## config.mk

```make
export PLATFORM = sky130hd
export DESIGN_NAME = angle_bracket_packet_deframer
export DESIGN_NICKNAME = d
export VERILOG_FILES = /design/src/hw/rtl/abpd_pkg.sv /design/src/hw/rtl/abpd_core.sv /design/src/hw/rtl/abpd_outq.sv /design/src/hw/rtl/angle_bracket_packet_deframer.sv
export SDC_FILE = /design/constraint.sdc
export NUM_CORES = 1
export LEC_CHECK = 0
export ABC_AREA = 1
export ABC_CLOCK_PERIOD_IN_PS = 4019
export BUFFER_PORTS_ARGS = -buffer_cell sky130_fd_sc_hd__buf_2
export CAP_MARGIN = 40
export CORE_AREA = 2 2 142 144
export CTS_BUF_LIST = sky130_fd_sc_hd__clkbuf_8
export DETAILED_ROUTE_END_ITERATION = 6
export DIE_AREA = 0 0 144 146
export PLACE_DENSITY = 0.64
export REMOVE_ABC_BUFFERS = 1
export SYNTH_ARGS = -nofsm -noshare
export SYNTH_HDL_FRONTEND = slang
export SYNTH_SLANG_ARGS = --single-unit
```

## constraint.sdc

```tcl
create_clock -name clk -period 4.02 [get_ports clk]
set_clock_uncertainty 0.05 [all_clocks]
set_input_delay 0.804 -clock clk [delete_from_list [all_inputs] [get_ports clk]]
set_output_delay 0.804 -clock clk [all_outputs]
set_load 0.01 [all_outputs]
```

## src/hw/rtl/abpd_pkg.sv

```systemverilog
// ----------------------------------------------------------------------------
// abpd_pkg
// Shared types and constants of the angle-bracket packet deframer.
// ----------------------------------------------------------------------------
`default_nettype none

package abpd_pkg;

  localparam logic [7:0] START_CH = 8'h3E;  // '>'
  localparam logic [7:0] END_CH   = 8'h3C;  // '<'
  localparam logic [7:0] NL_CH    = 8'h0A;  // newline

  localparam int MAX_PAYLOAD_DEF = 256;
  localparam int QUEUE_DEPTH     = 4;

  typedef enum logic [1:0] {
    KIND_PAYLOAD  = 2'd0,
    KIND_DONE     = 2'd1,
    KIND_OVERFLOW = 2'd2
  } kind_t;

  typedef struct packed {
    kind_t      kind;
    logic [7:0] data;
    logic [7:0] ftype;
    logic [7:0] check;
    logic [8:0] len;
  } result_t;

  // Results produced by one accepted byte: none, one, or two in order.
  typedef struct packed {
    logic [1:0] count;
    result_t    first;
    result_t    second;
  } push_t;

endpackage

`default_nettype wire

```

## src/hw/rtl/abpd_core.sv

```systemverilog
// ----------------------------------------------------------------------------
// abpd_core
// Frame hunting state, body delay line and result generation for one byte.
// ----------------------------------------------------------------------------
`default_nettype none

module abpd_core #(
  parameter int MAX_PAYLOAD = abpd_pkg::MAX_PAYLOAD_DEF
) (
  input  wire logic           clk,
  input  wire logic           rst,
  input  wire logic           fire,
  input  wire logic [7:0]     rx_byte,
  output abpd_pkg::push_t     push
);
  import abpd_pkg::*;

  localparam int CNT_W = $clog2(MAX_PAYLOAD + 4);
  localparam int EXT_W = (CNT_W > 9) ? CNT_W : 9;
  localparam logic [CNT_W-1:0] CNT_LIMIT = CNT_W'(MAX_PAYLOAD + 3);
  localparam logic [CNT_W-1:0] CNT_THREE = CNT_W'(3);
  localparam logic [CNT_W-1:0] CNT_FOUR  = CNT_W'(4);

  typedef enum logic [3:0] {
    S_HUNT = 4'b0001,
    S_ONE  = 4'b0010,
    S_TYPE = 4'b0100,
    S_BODY = 4'b1000
  } mode_t;

  mode_t            mode, mode_next;
  logic [CNT_W-1:0] body_count, body_count_next;
  logic [7:0]       frame_type_reg, frame_type_reg_next;
  logic [7:0]       recent [4];
  logic             shift_en;
  logic             closing;
  logic [EXT_W-1:0] len_ext;
  result_t          res_payload, res_done, res_over;

  assign closing = (rx_byte == NL_CH) && (body_count >= CNT_THREE) &&
                   (recent[3] == END_CH) && (recent[2] == END_CH);
  assign len_ext = EXT_W'(body_count) - EXT_W'(3);

  always_comb begin
    res_payload       = '0;
    res_payload.kind  = KIND_PAYLOAD;
    res_payload.data  = recent[0];
    res_payload.ftype = frame_type_reg;

    res_done       = '0;
    res_done.kind  = KIND_DONE;
    res_done.ftype = frame_type_reg;
    res_done.check = recent[1];
    res_done.len   = len_ext[8:0];

    res_over       = '0;
    res_over.kind  = KIND_OVERFLOW;
    res_over.ftype = frame_type_reg;
  end

  always_comb begin
    mode_next           = mode;
    body_count_next     = body_count;
    frame_type_reg_next = frame_type_reg;
    shift_en            = 1'b0;
    push                = '0;
    push.first          = res_payload;
    push.second         = res_done;
    if (fire) begin
      unique case (mode)
        S_HUNT: begin
          if (rx_byte == START_CH) mode_next = S_ONE;
        end
        S_ONE: begin
          mode_next = (rx_byte == START_CH) ? S_TYPE : S_HUNT;
        end
        S_TYPE: begin
          frame_type_reg_next = rx_byte;
          body_count_next     = '0;
          mode_next           = S_BODY;
        end
        S_BODY: begin
          priority if (closing) begin
            // A held payload byte goes out ahead of the frame-complete result.
            if (body_count >= CNT_FOUR) begin
              push.count = 2'd2;
            end else begin
              push.count = 2'd1;
              push.first = res_done;
            end
            mode_next       = S_HUNT;
            body_count_next = '0;
          end else if (body_count == CNT_LIMIT) begin
            push.count      = 2'd1;
            push.first      = res_over;
            mode_next       = S_HUNT;
            body_count_next = '0;
          end else begin
            if (body_count >= CNT_FOUR) push.count = 2'd1;
            shift_en        = 1'b1;
            body_count_next = body_count + 1'b1;
          end
        end
        default: begin
          mode_next = S_HUNT;
        end
      endcase
    end
  end

  always_ff @(posedge clk) begin
    if (rst) begin
      mode       <= S_HUNT;
      body_count <= '0;
    end else begin
      mode       <= mode_next;
      body_count <= body_count_next;
    end
  end

  // The delay line is always refilled before a frame reads it.
  always_ff @(posedge clk) begin
    frame_type_reg <= frame_type_reg_next;
    if (shift_en) begin
      recent[0] <= recent[1];
      recent[1] <= recent[2];
      recent[2] <= recent[3];
      recent[3] <= rx_byte;
    end
  end

endmodule

`default_nettype wire

```

## src/hw/rtl/abpd_outq.sv

```systemverilog
// ----------------------------------------------------------------------------
// abpd_outq
// Small result queue that takes up to two results per cycle and gives one.
// ----------------------------------------------------------------------------
`default_nettype none

module abpd_outq (
  input  wire logic          clk,
  input  wire logic          rst,
  input  wire abpd_pkg::push_t push,
  input  wire logic          pop,
  output logic               not_empty,
  output logic               nearly_full,
  output abpd_pkg::result_t  head
);
  import abpd_pkg::*;

  localparam int PTR_W = $clog2(QUEUE_DEPTH);
  localparam int CNT_W = $clog2(QUEUE_DEPTH + 1);

  result_t          entries [QUEUE_DEPTH];
  logic [PTR_W-1:0] wr_ptr, rd_ptr;
  logic [PTR_W-1:0] wr_ptr_plus;
  logic [CNT_W-1:0] fill;

  assign wr_ptr_plus = wr_ptr + 1'b1;
  assign not_empty   = (fill != '0);
  // Room must exist for the two results a closing byte can produce.
  assign nearly_full = (fill > CNT_W'(QUEUE_DEPTH - 2));
  assign head        = entries[rd_ptr];

  always_ff @(posedge clk) begin
    if (rst) begin
      wr_ptr <= '0;
      rd_ptr <= '0;
      fill   <= '0;
    end else begin
      wr_ptr <= wr_ptr + PTR_W'(push.count);
      rd_ptr <= rd_ptr + PTR_W'(pop);
      fill   <= fill + CNT_W'(push.count) - CNT_W'(pop);
    end
  end

  always_ff @(posedge clk) begin
    if (push.count != 2'd0) entries[wr_ptr] <= push.first;
    if (push.count == 2'd2) entries[wr_ptr_plus] <= push.second;
  end

endmodule

`default_nettype wire

```

## src/hw/rtl/angle_bracket_packet_deframer.sv

```systemverilog
// ----------------------------------------------------------------------------
// angle_bracket_packet_deframer
// Finds '>' '>' type body check '<' '<' newline frames in a byte stream.
// ----------------------------------------------------------------------------
// The block accepts one received byte per clock and turns it into zero, one
// or two results through a four-entry result queue: payload bytes (given out
// four body bytes late), a frame-complete result carrying type, check byte and
// payload length, or an overflow result when a body exceeds MAX_PAYLOAD bytes.
// A result can be taken the cycle after its byte is transferred. The input
// side stalls only while fewer than two queue entries are free, which occurs
// only when the output side has been stalling; otherwise throughput is one
// byte per cycle. No clearing pass follows reset.
`default_nettype none

module angle_bracket_packet_deframer #(
  parameter int MAX_PAYLOAD = abpd_pkg::MAX_PAYLOAD_DEF
) (
  input  wire logic        clk,
  input  wire logic        rst,
  input  wire logic        in_valid,
  output logic             in_stall,
  input  wire logic [7:0]  rx_byte,
  output logic             out_valid,
  input  wire logic        out_stall,
  output logic [1:0]       kind,
  output logic [7:0]       data_byte,
  output logic [7:0]       frame_type,
  output logic [7:0]       check_byte,
  output logic [8:0]       payload_length
);
  import abpd_pkg::*;

  push_t   push;
  result_t head;
  logic    q_not_empty, q_nearly_full;
  logic    in_fire, out_fire;

  assign in_stall = q_nearly_full;
  assign in_fire  = in_valid && !in_stall;
  assign out_fire = out_valid && !out_stall;

  abpd_core #(
    .MAX_PAYLOAD(MAX_PAYLOAD)
  ) u_core (
    .clk    (clk),
    .rst    (rst),
    .fire   (in_fire),
    .rx_byte(rx_byte),
    .push   (push)
  );

  abpd_outq u_outq (
    .clk        (clk),
    .rst        (rst),
    .push       (push),
    .pop        (out_fire),
    .not_empty  (q_not_empty),
    .nearly_full(q_nearly_full),
    .head       (head)
  );

  assign out_valid      = q_not_empty;
  assign kind           = head.kind;
  assign data_byte      = head.data;
  assign frame_type     = head.ftype;
  assign check_byte     = head.check;
  assign payload_length = head.len;

endmodule

`default_nettype wire

```

==> results.md <==
- The critical setup path kind is reg2reg.
- After detailed routing, the average wire length per cell comes to 15.2 um.
- The number of placed cells counting well taps is 1288.
- The maximum buffer depth of the clock tree is 2.
- The post-route fraction of the period consumed by the critical path is 75.1%.
- The area of the core is 0.0193 mm2.
- The initial core utilization is 47.6%.
- After the last flow step, the layout net total stands at 1060.
- The number of flip-flops under the largest register name is 140.
- Ranked by flip-flop count, first place goes to u_outq.entries.
- The number of cells on the worst reg-to-reg path is 9.
- The synthesized netlist cell count is 1002.
- The H-tree was split into 4 levels.
- Setup repair after global routing left no endpoint under its margin.
- The largest registers in the layout are u_outq.entries x140, u_core.recent x32, u_core.body_count x9.
- In this design, the stage delay of the slowest critical-path cell is 0.51 ns.
- The final number of max-transition violations is 0.
- The maximum number of pins on one net before global-route repair is 80.
- The post-route netlist has 13.6% of its cells at a drive strength greater than 1.
- The static leakage is 4.34 nW.
- The combined area of all synthesized cells is 0.00920 mm2.
- Using the TritonRoute via totals, the vias-per-cell ratio works out to 5.02.
- The number of antenna diodes in the final layout is 0.
- The endpoint with the worst hold slack is u_outq.entries[2][33].
- The startpoint of the lowest-slack hold path is u_outq.entries[2][33].
- The worst path needs 3.02 ns of the cycle, external delays included.
- The transition time at the pin with the least slew margin is 0.695 ns.
- The total negative slack for setup checks is 0 ns.
- The worst register-to-register path ends at u_outq.entries[3][13].
- After clock tree synthesis, the clock-pin slew on the worst setup and hold paths is 0.10 ns.
- Power spread over the standard cell area amounts to 436 mW/mm2.
- The later pin in the worst-skew pair is clocked with a latency of 0.47 ns.
- The via count of the first global-routing pass is 6285.
- The total of warnings raised by yosys is 0.
- The first-pass iteration count of the detailed router is 5.
- The total routing resource utilization after global routing is 19.9%.
- Max-cap violations in this run came to 0.
- Of all nets on the critical path, the largest fanout is 27.
- Once detail routing completed, the nets flagged for antenna violations numbered 0.
- The number of clock sinks seen by CTS is 200.
- The worst setup path is launched from a flip-flop.
- The run finished with clean final reports.
- For this design the top-level I/O count stands at 49.
- Traced cell by cell, the critical path runs through ha_1, inv_1, nor2_1, nand3_1, nand3_4, nand3_4, nand2_4, nand2_4, nor2_1.
- The cell sitting at the root of the clock tree is a sky130_fd_sc_hd__clkbuf_8.
- Routability-driven placement finished with a final weighted congestion of 0.830.
- The cell family with the largest share of critical-path delay is simple AND/OR/NAND/NOR gates.
- Relative to the synthesized area, the layout overhead comes to 9.10%.
- The critical path crosses 9 cells after its start point.
- The number of endpoints with negative hold slack in the final report is 0.
- The floorplan step set the die height to 146 um.
- The total routed wirelength is 20000 um.
- The final instance count without filler cells is 1320.
- The launch point of the worst reg-to-reg path is u_core.body_count[0].
- The post-cts hold buffer count is 0.
- The DRC violations left is 0.
- The floorplan step defined a die boundary enclosing 0.0210 mm2.
- The worst-case IR drop observed on VDD is 0.350 mV.
- The buffer and inverter count on the worst path is 1.
- In this run the core area contains 51 standard-cell rows.
- In this run, post-CTS repair resized a total of 0 instances.
- In this run, distinct cell masters in the synthesized netlist total 36.
- The largest individual stage delay along the critical path comes from the cell sky130_fd_sc_hd__dfxtp_1.
- The worst hold path depth is 2.
- TritonCTS built the clock tree.
- The number of CTS-inserted buffers is 17.
- The most critical setup path has its startpoint at u_core.body_count[0].
- The headroom to the max-slew limit is 53.5%.
- The count of buffers inserted at the top-level ports is 48.
- The first global-routing pass estimated 32400 um of wire.
- The number of vias after detailed routing is 6630.
- The required time at the endpoint of the critical path is 4.29 ns.
- In this run the horizontal extent of the chip is 144 um.
- The synthesized design contains 200 register bits.
- The total setup buffers inserted after CTS is 0.
- The setup-violating endpoint count in the final report is 0.
- The detailed router finished its first iteration with 398 violations.
- The arrival time reported for the critical path endpoint is 3.29 ns.
- The class of the tightest hold or removal check is reg2reg.
- The wire-length estimate of the detail-placed layout is 13100 um.
- For flop-to-flop paths, the worst setup slack is 1.00 ns.
- The number of antenna violations at the first check in global routing came to 0.
- Timing would allow up to 0.331 GHz.
- The average cell area after synthesis is 9.18 um2.
- The worst setup path is captured at a flip-flop.
- Summing the sequential cell areas from Yosys gives 58.8% of the chip area.
- The total congestion overflow is 0.
==> stage by stage <==
stage	hold WS, ns	cell area, um2	worst slack (ns)	power, W	utilization (%)
5_1_grt	0.428	10000	0.767	0.00461	51.9
3_3_place_gp	0.384	9680	0.808	0.00321	50.0
2_1_floorplan	0.372	9010	-0.186	0.00286	-
6_report	0.410	10000	1.00	0.00438	51.9
3_5_place_dp	0.388	9680	0.765	0.00322	50.0
4_1_cts	0.409	10000	0.987	0.00441	51.9
==> report_power, final <==
part           internal [W]  switching [W]  leakage [nW]
combinational      0.000290       0.000608          2.62
sequential          0.00223      0.0000369          1.54
clock              0.000494       0.000722         0.186
==> placed cells by master, fill, tap and decap left out, types with 3 or more instances in the layout <==
master | netlist | layout
sky130_fd_sc_hd__nor2_1 | 230 | 229
sky130_fd_sc_hd__nand2_1 | 156 | 156
sky130_fd_sc_hd__edfxtp_1 | 140 | 140
sky130_fd_sc_hd__inv_1 | 104 | 106
sky130_fd_sc_hd__a21oi_1 | 64 | 64
sky130_fd_sc_hd__o21ai_0 | 64 | 64
sky130_fd_sc_hd__dfxtp_1 | 60 | 59
sky130_fd_sc_hd__buf_2 | 8 | 48
sky130_fd_sc_hd__nand3_1 | 26 | 26
sky130_fd_sc_hd__o22ai_1 | 26 | 26
sky130_fd_sc_hd__clkbuf_8 | 0 | 17
sky130_fd_sc_hd__inv_2 | 12 | 13
sky130_fd_sc_hd__nor2_2 | 12 | 13
sky130_fd_sc_hd__nand2_4 | 11 | 11
sky130_fd_sc_hd__xor2_1 | 11 | 11
sky130_fd_sc_hd__buf_4 | 1 | 9
sky130_fd_sc_hd__nand4_1 | 7 | 7
sky130_fd_sc_hd__nand3_4 | 7 | 7
sky130_fd_sc_hd__nor3_1 | 7 | 7
sky130_fd_sc_hd__inv_6 | 1 | 5
sky130_fd_sc_hd__ha_1 | 5 | 5
sky130_fd_sc_hd__clkinv_1 | 2 | 4
sky130_fd_sc_hd__nor2_4 | 3 | 3
sky130_fd_sc_hd__nand2_2 | 3 | 3
==> kinds of logic after synthesis <==
family	count (synthesis)	synth area share [%]
flops	200	58.8
simple gates	470	23.1
compound gates	157	9.04
buf+inv	156	6.94
fa+ha+maj	6	0.898
xor+xnor	13	1.24
==> how the worst max path moves through the flow <==
stage | end | slack (ns)
final | u_outq.entries[3][13] | 1.00
after floorplan | data_byte[0] | -0.19
after detailed placement | u_outq.entries[3][9] | 0.76
after global placement | u_outq.entries[3][10] | 0.81
after global routing | u_outq.entries[3][13] | 0.77
after CTS | u_outq.entries[3][9] | 0.99
==> synthesized netlist by cell type <==
| library cell | number | area share (%) |
|---|---|---|
| sky130_fd_sc_hd__nor2_2 | 12 | 0.82 |
| sky130_fd_sc_hd__inv_1 | 104 | 4.2 |
| sky130_fd_sc_hd__nand4_1 | 7 | 0.48 |
| sky130_fd_sc_hd__clkbuf_1 | 24 | 0.98 |
| sky130_fd_sc_hd__fa_1 | 1 | 0.22 |
| sky130_fd_sc_hd__edfxtp_1 | 140 | 46 |
| sky130_fd_sc_hd__buf_2 | 8 | 0.44 |
| sky130_fd_sc_hd__buf_4 | 1 | 0.082 |
| sky130_fd_sc_hd__buf_6 | 3 | 0.37 |
| sky130_fd_sc_hd__clkinv_1 | 2 | 0.082 |
| sky130_fd_sc_hd__xor2_1 | 11 | 1.0 |
| sky130_fd_sc_hd__o211ai_1 | 1 | 0.082 |
| sky130_fd_sc_hd__inv_6 | 1 | 0.095 |
| sky130_fd_sc_hd__o21ai_1 | 1 | 0.054 |
| sky130_fd_sc_hd__buf_8 | 1 | 0.16 |
| sky130_fd_sc_hd__dfxtp_1 | 60 | 13 |
| sky130_fd_sc_hd__xnor2_1 | 2 | 0.19 |
| sky130_fd_sc_hd__nand4_4 | 1 | 0.23 |
| sky130_fd_sc_hd__inv_2 | 12 | 0.49 |
| sky130_fd_sc_hd__nor3_1 | 7 | 0.38 |
| sky130_fd_sc_hd__nand3_4 | 7 | 1.3 |
| sky130_fd_sc_hd__nand3_1 | 26 | 1.4 |
| sky130_fd_sc_hd__nand2_1 | 156 | 6.4 |
| sky130_fd_sc_hd__a21oi_1 | 64 | 3.5 |
| sky130_fd_sc_hd__nor3b_1 | 2 | 0.16 |
| sky130_fd_sc_hd__o21ai_4 | 1 | 0.18 |
| sky130_fd_sc_hd__o21ai_0 | 64 | 3.5 |
| sky130_fd_sc_hd__nand3_2 | 2 | 0.22 |
| sky130_fd_sc_hd__nand3b_1 | 1 | 0.082 |
| sky130_fd_sc_hd__nand2_4 | 11 | 1.3 |
| sky130_fd_sc_hd__nand2_2 | 3 | 0.20 |
| sky130_fd_sc_hd__nor3_4 | 2 | 0.35 |
| sky130_fd_sc_hd__nor2_1 | 230 | 9.4 |
| sky130_fd_sc_hd__o22ai_1 | 26 | 1.8 |
| sky130_fd_sc_hd__nor2_4 | 3 | 0.37 |
| sky130_fd_sc_hd__ha_1 | 5 | 0.68 |
==> cell type report <==
cell class | instances | area (um2)
Timing Repair Buffer | 58 | 328
Clock inverter | 15 | 126
Fill cell | 1801 | 9300
Sequential cell | 200 | 5410
Tap cell | 265 | 332
Clock buffer | 17 | 234
Inverter | 119 | 452
Multi-Input combinational cell | 646 | 3160
==> metal layers <==
metal,vias up,GRT usage (%),part of all wire [%]
met1,3131,27.7,47
met5,-,0,0
met4,0,6.52,1.3
li1,3354,-,-
met2,128,32.0,48
met3,17,3.09,3.7
==> tightest hold or removal path: cells and delay by family (launching register included) <==
| family | cells | cell delay (ns) |
|---|---|---|
| flops | 1 | 0.32 |
| simple gates | 2 | 0.11 |
(Power assumes the default switching activity.)
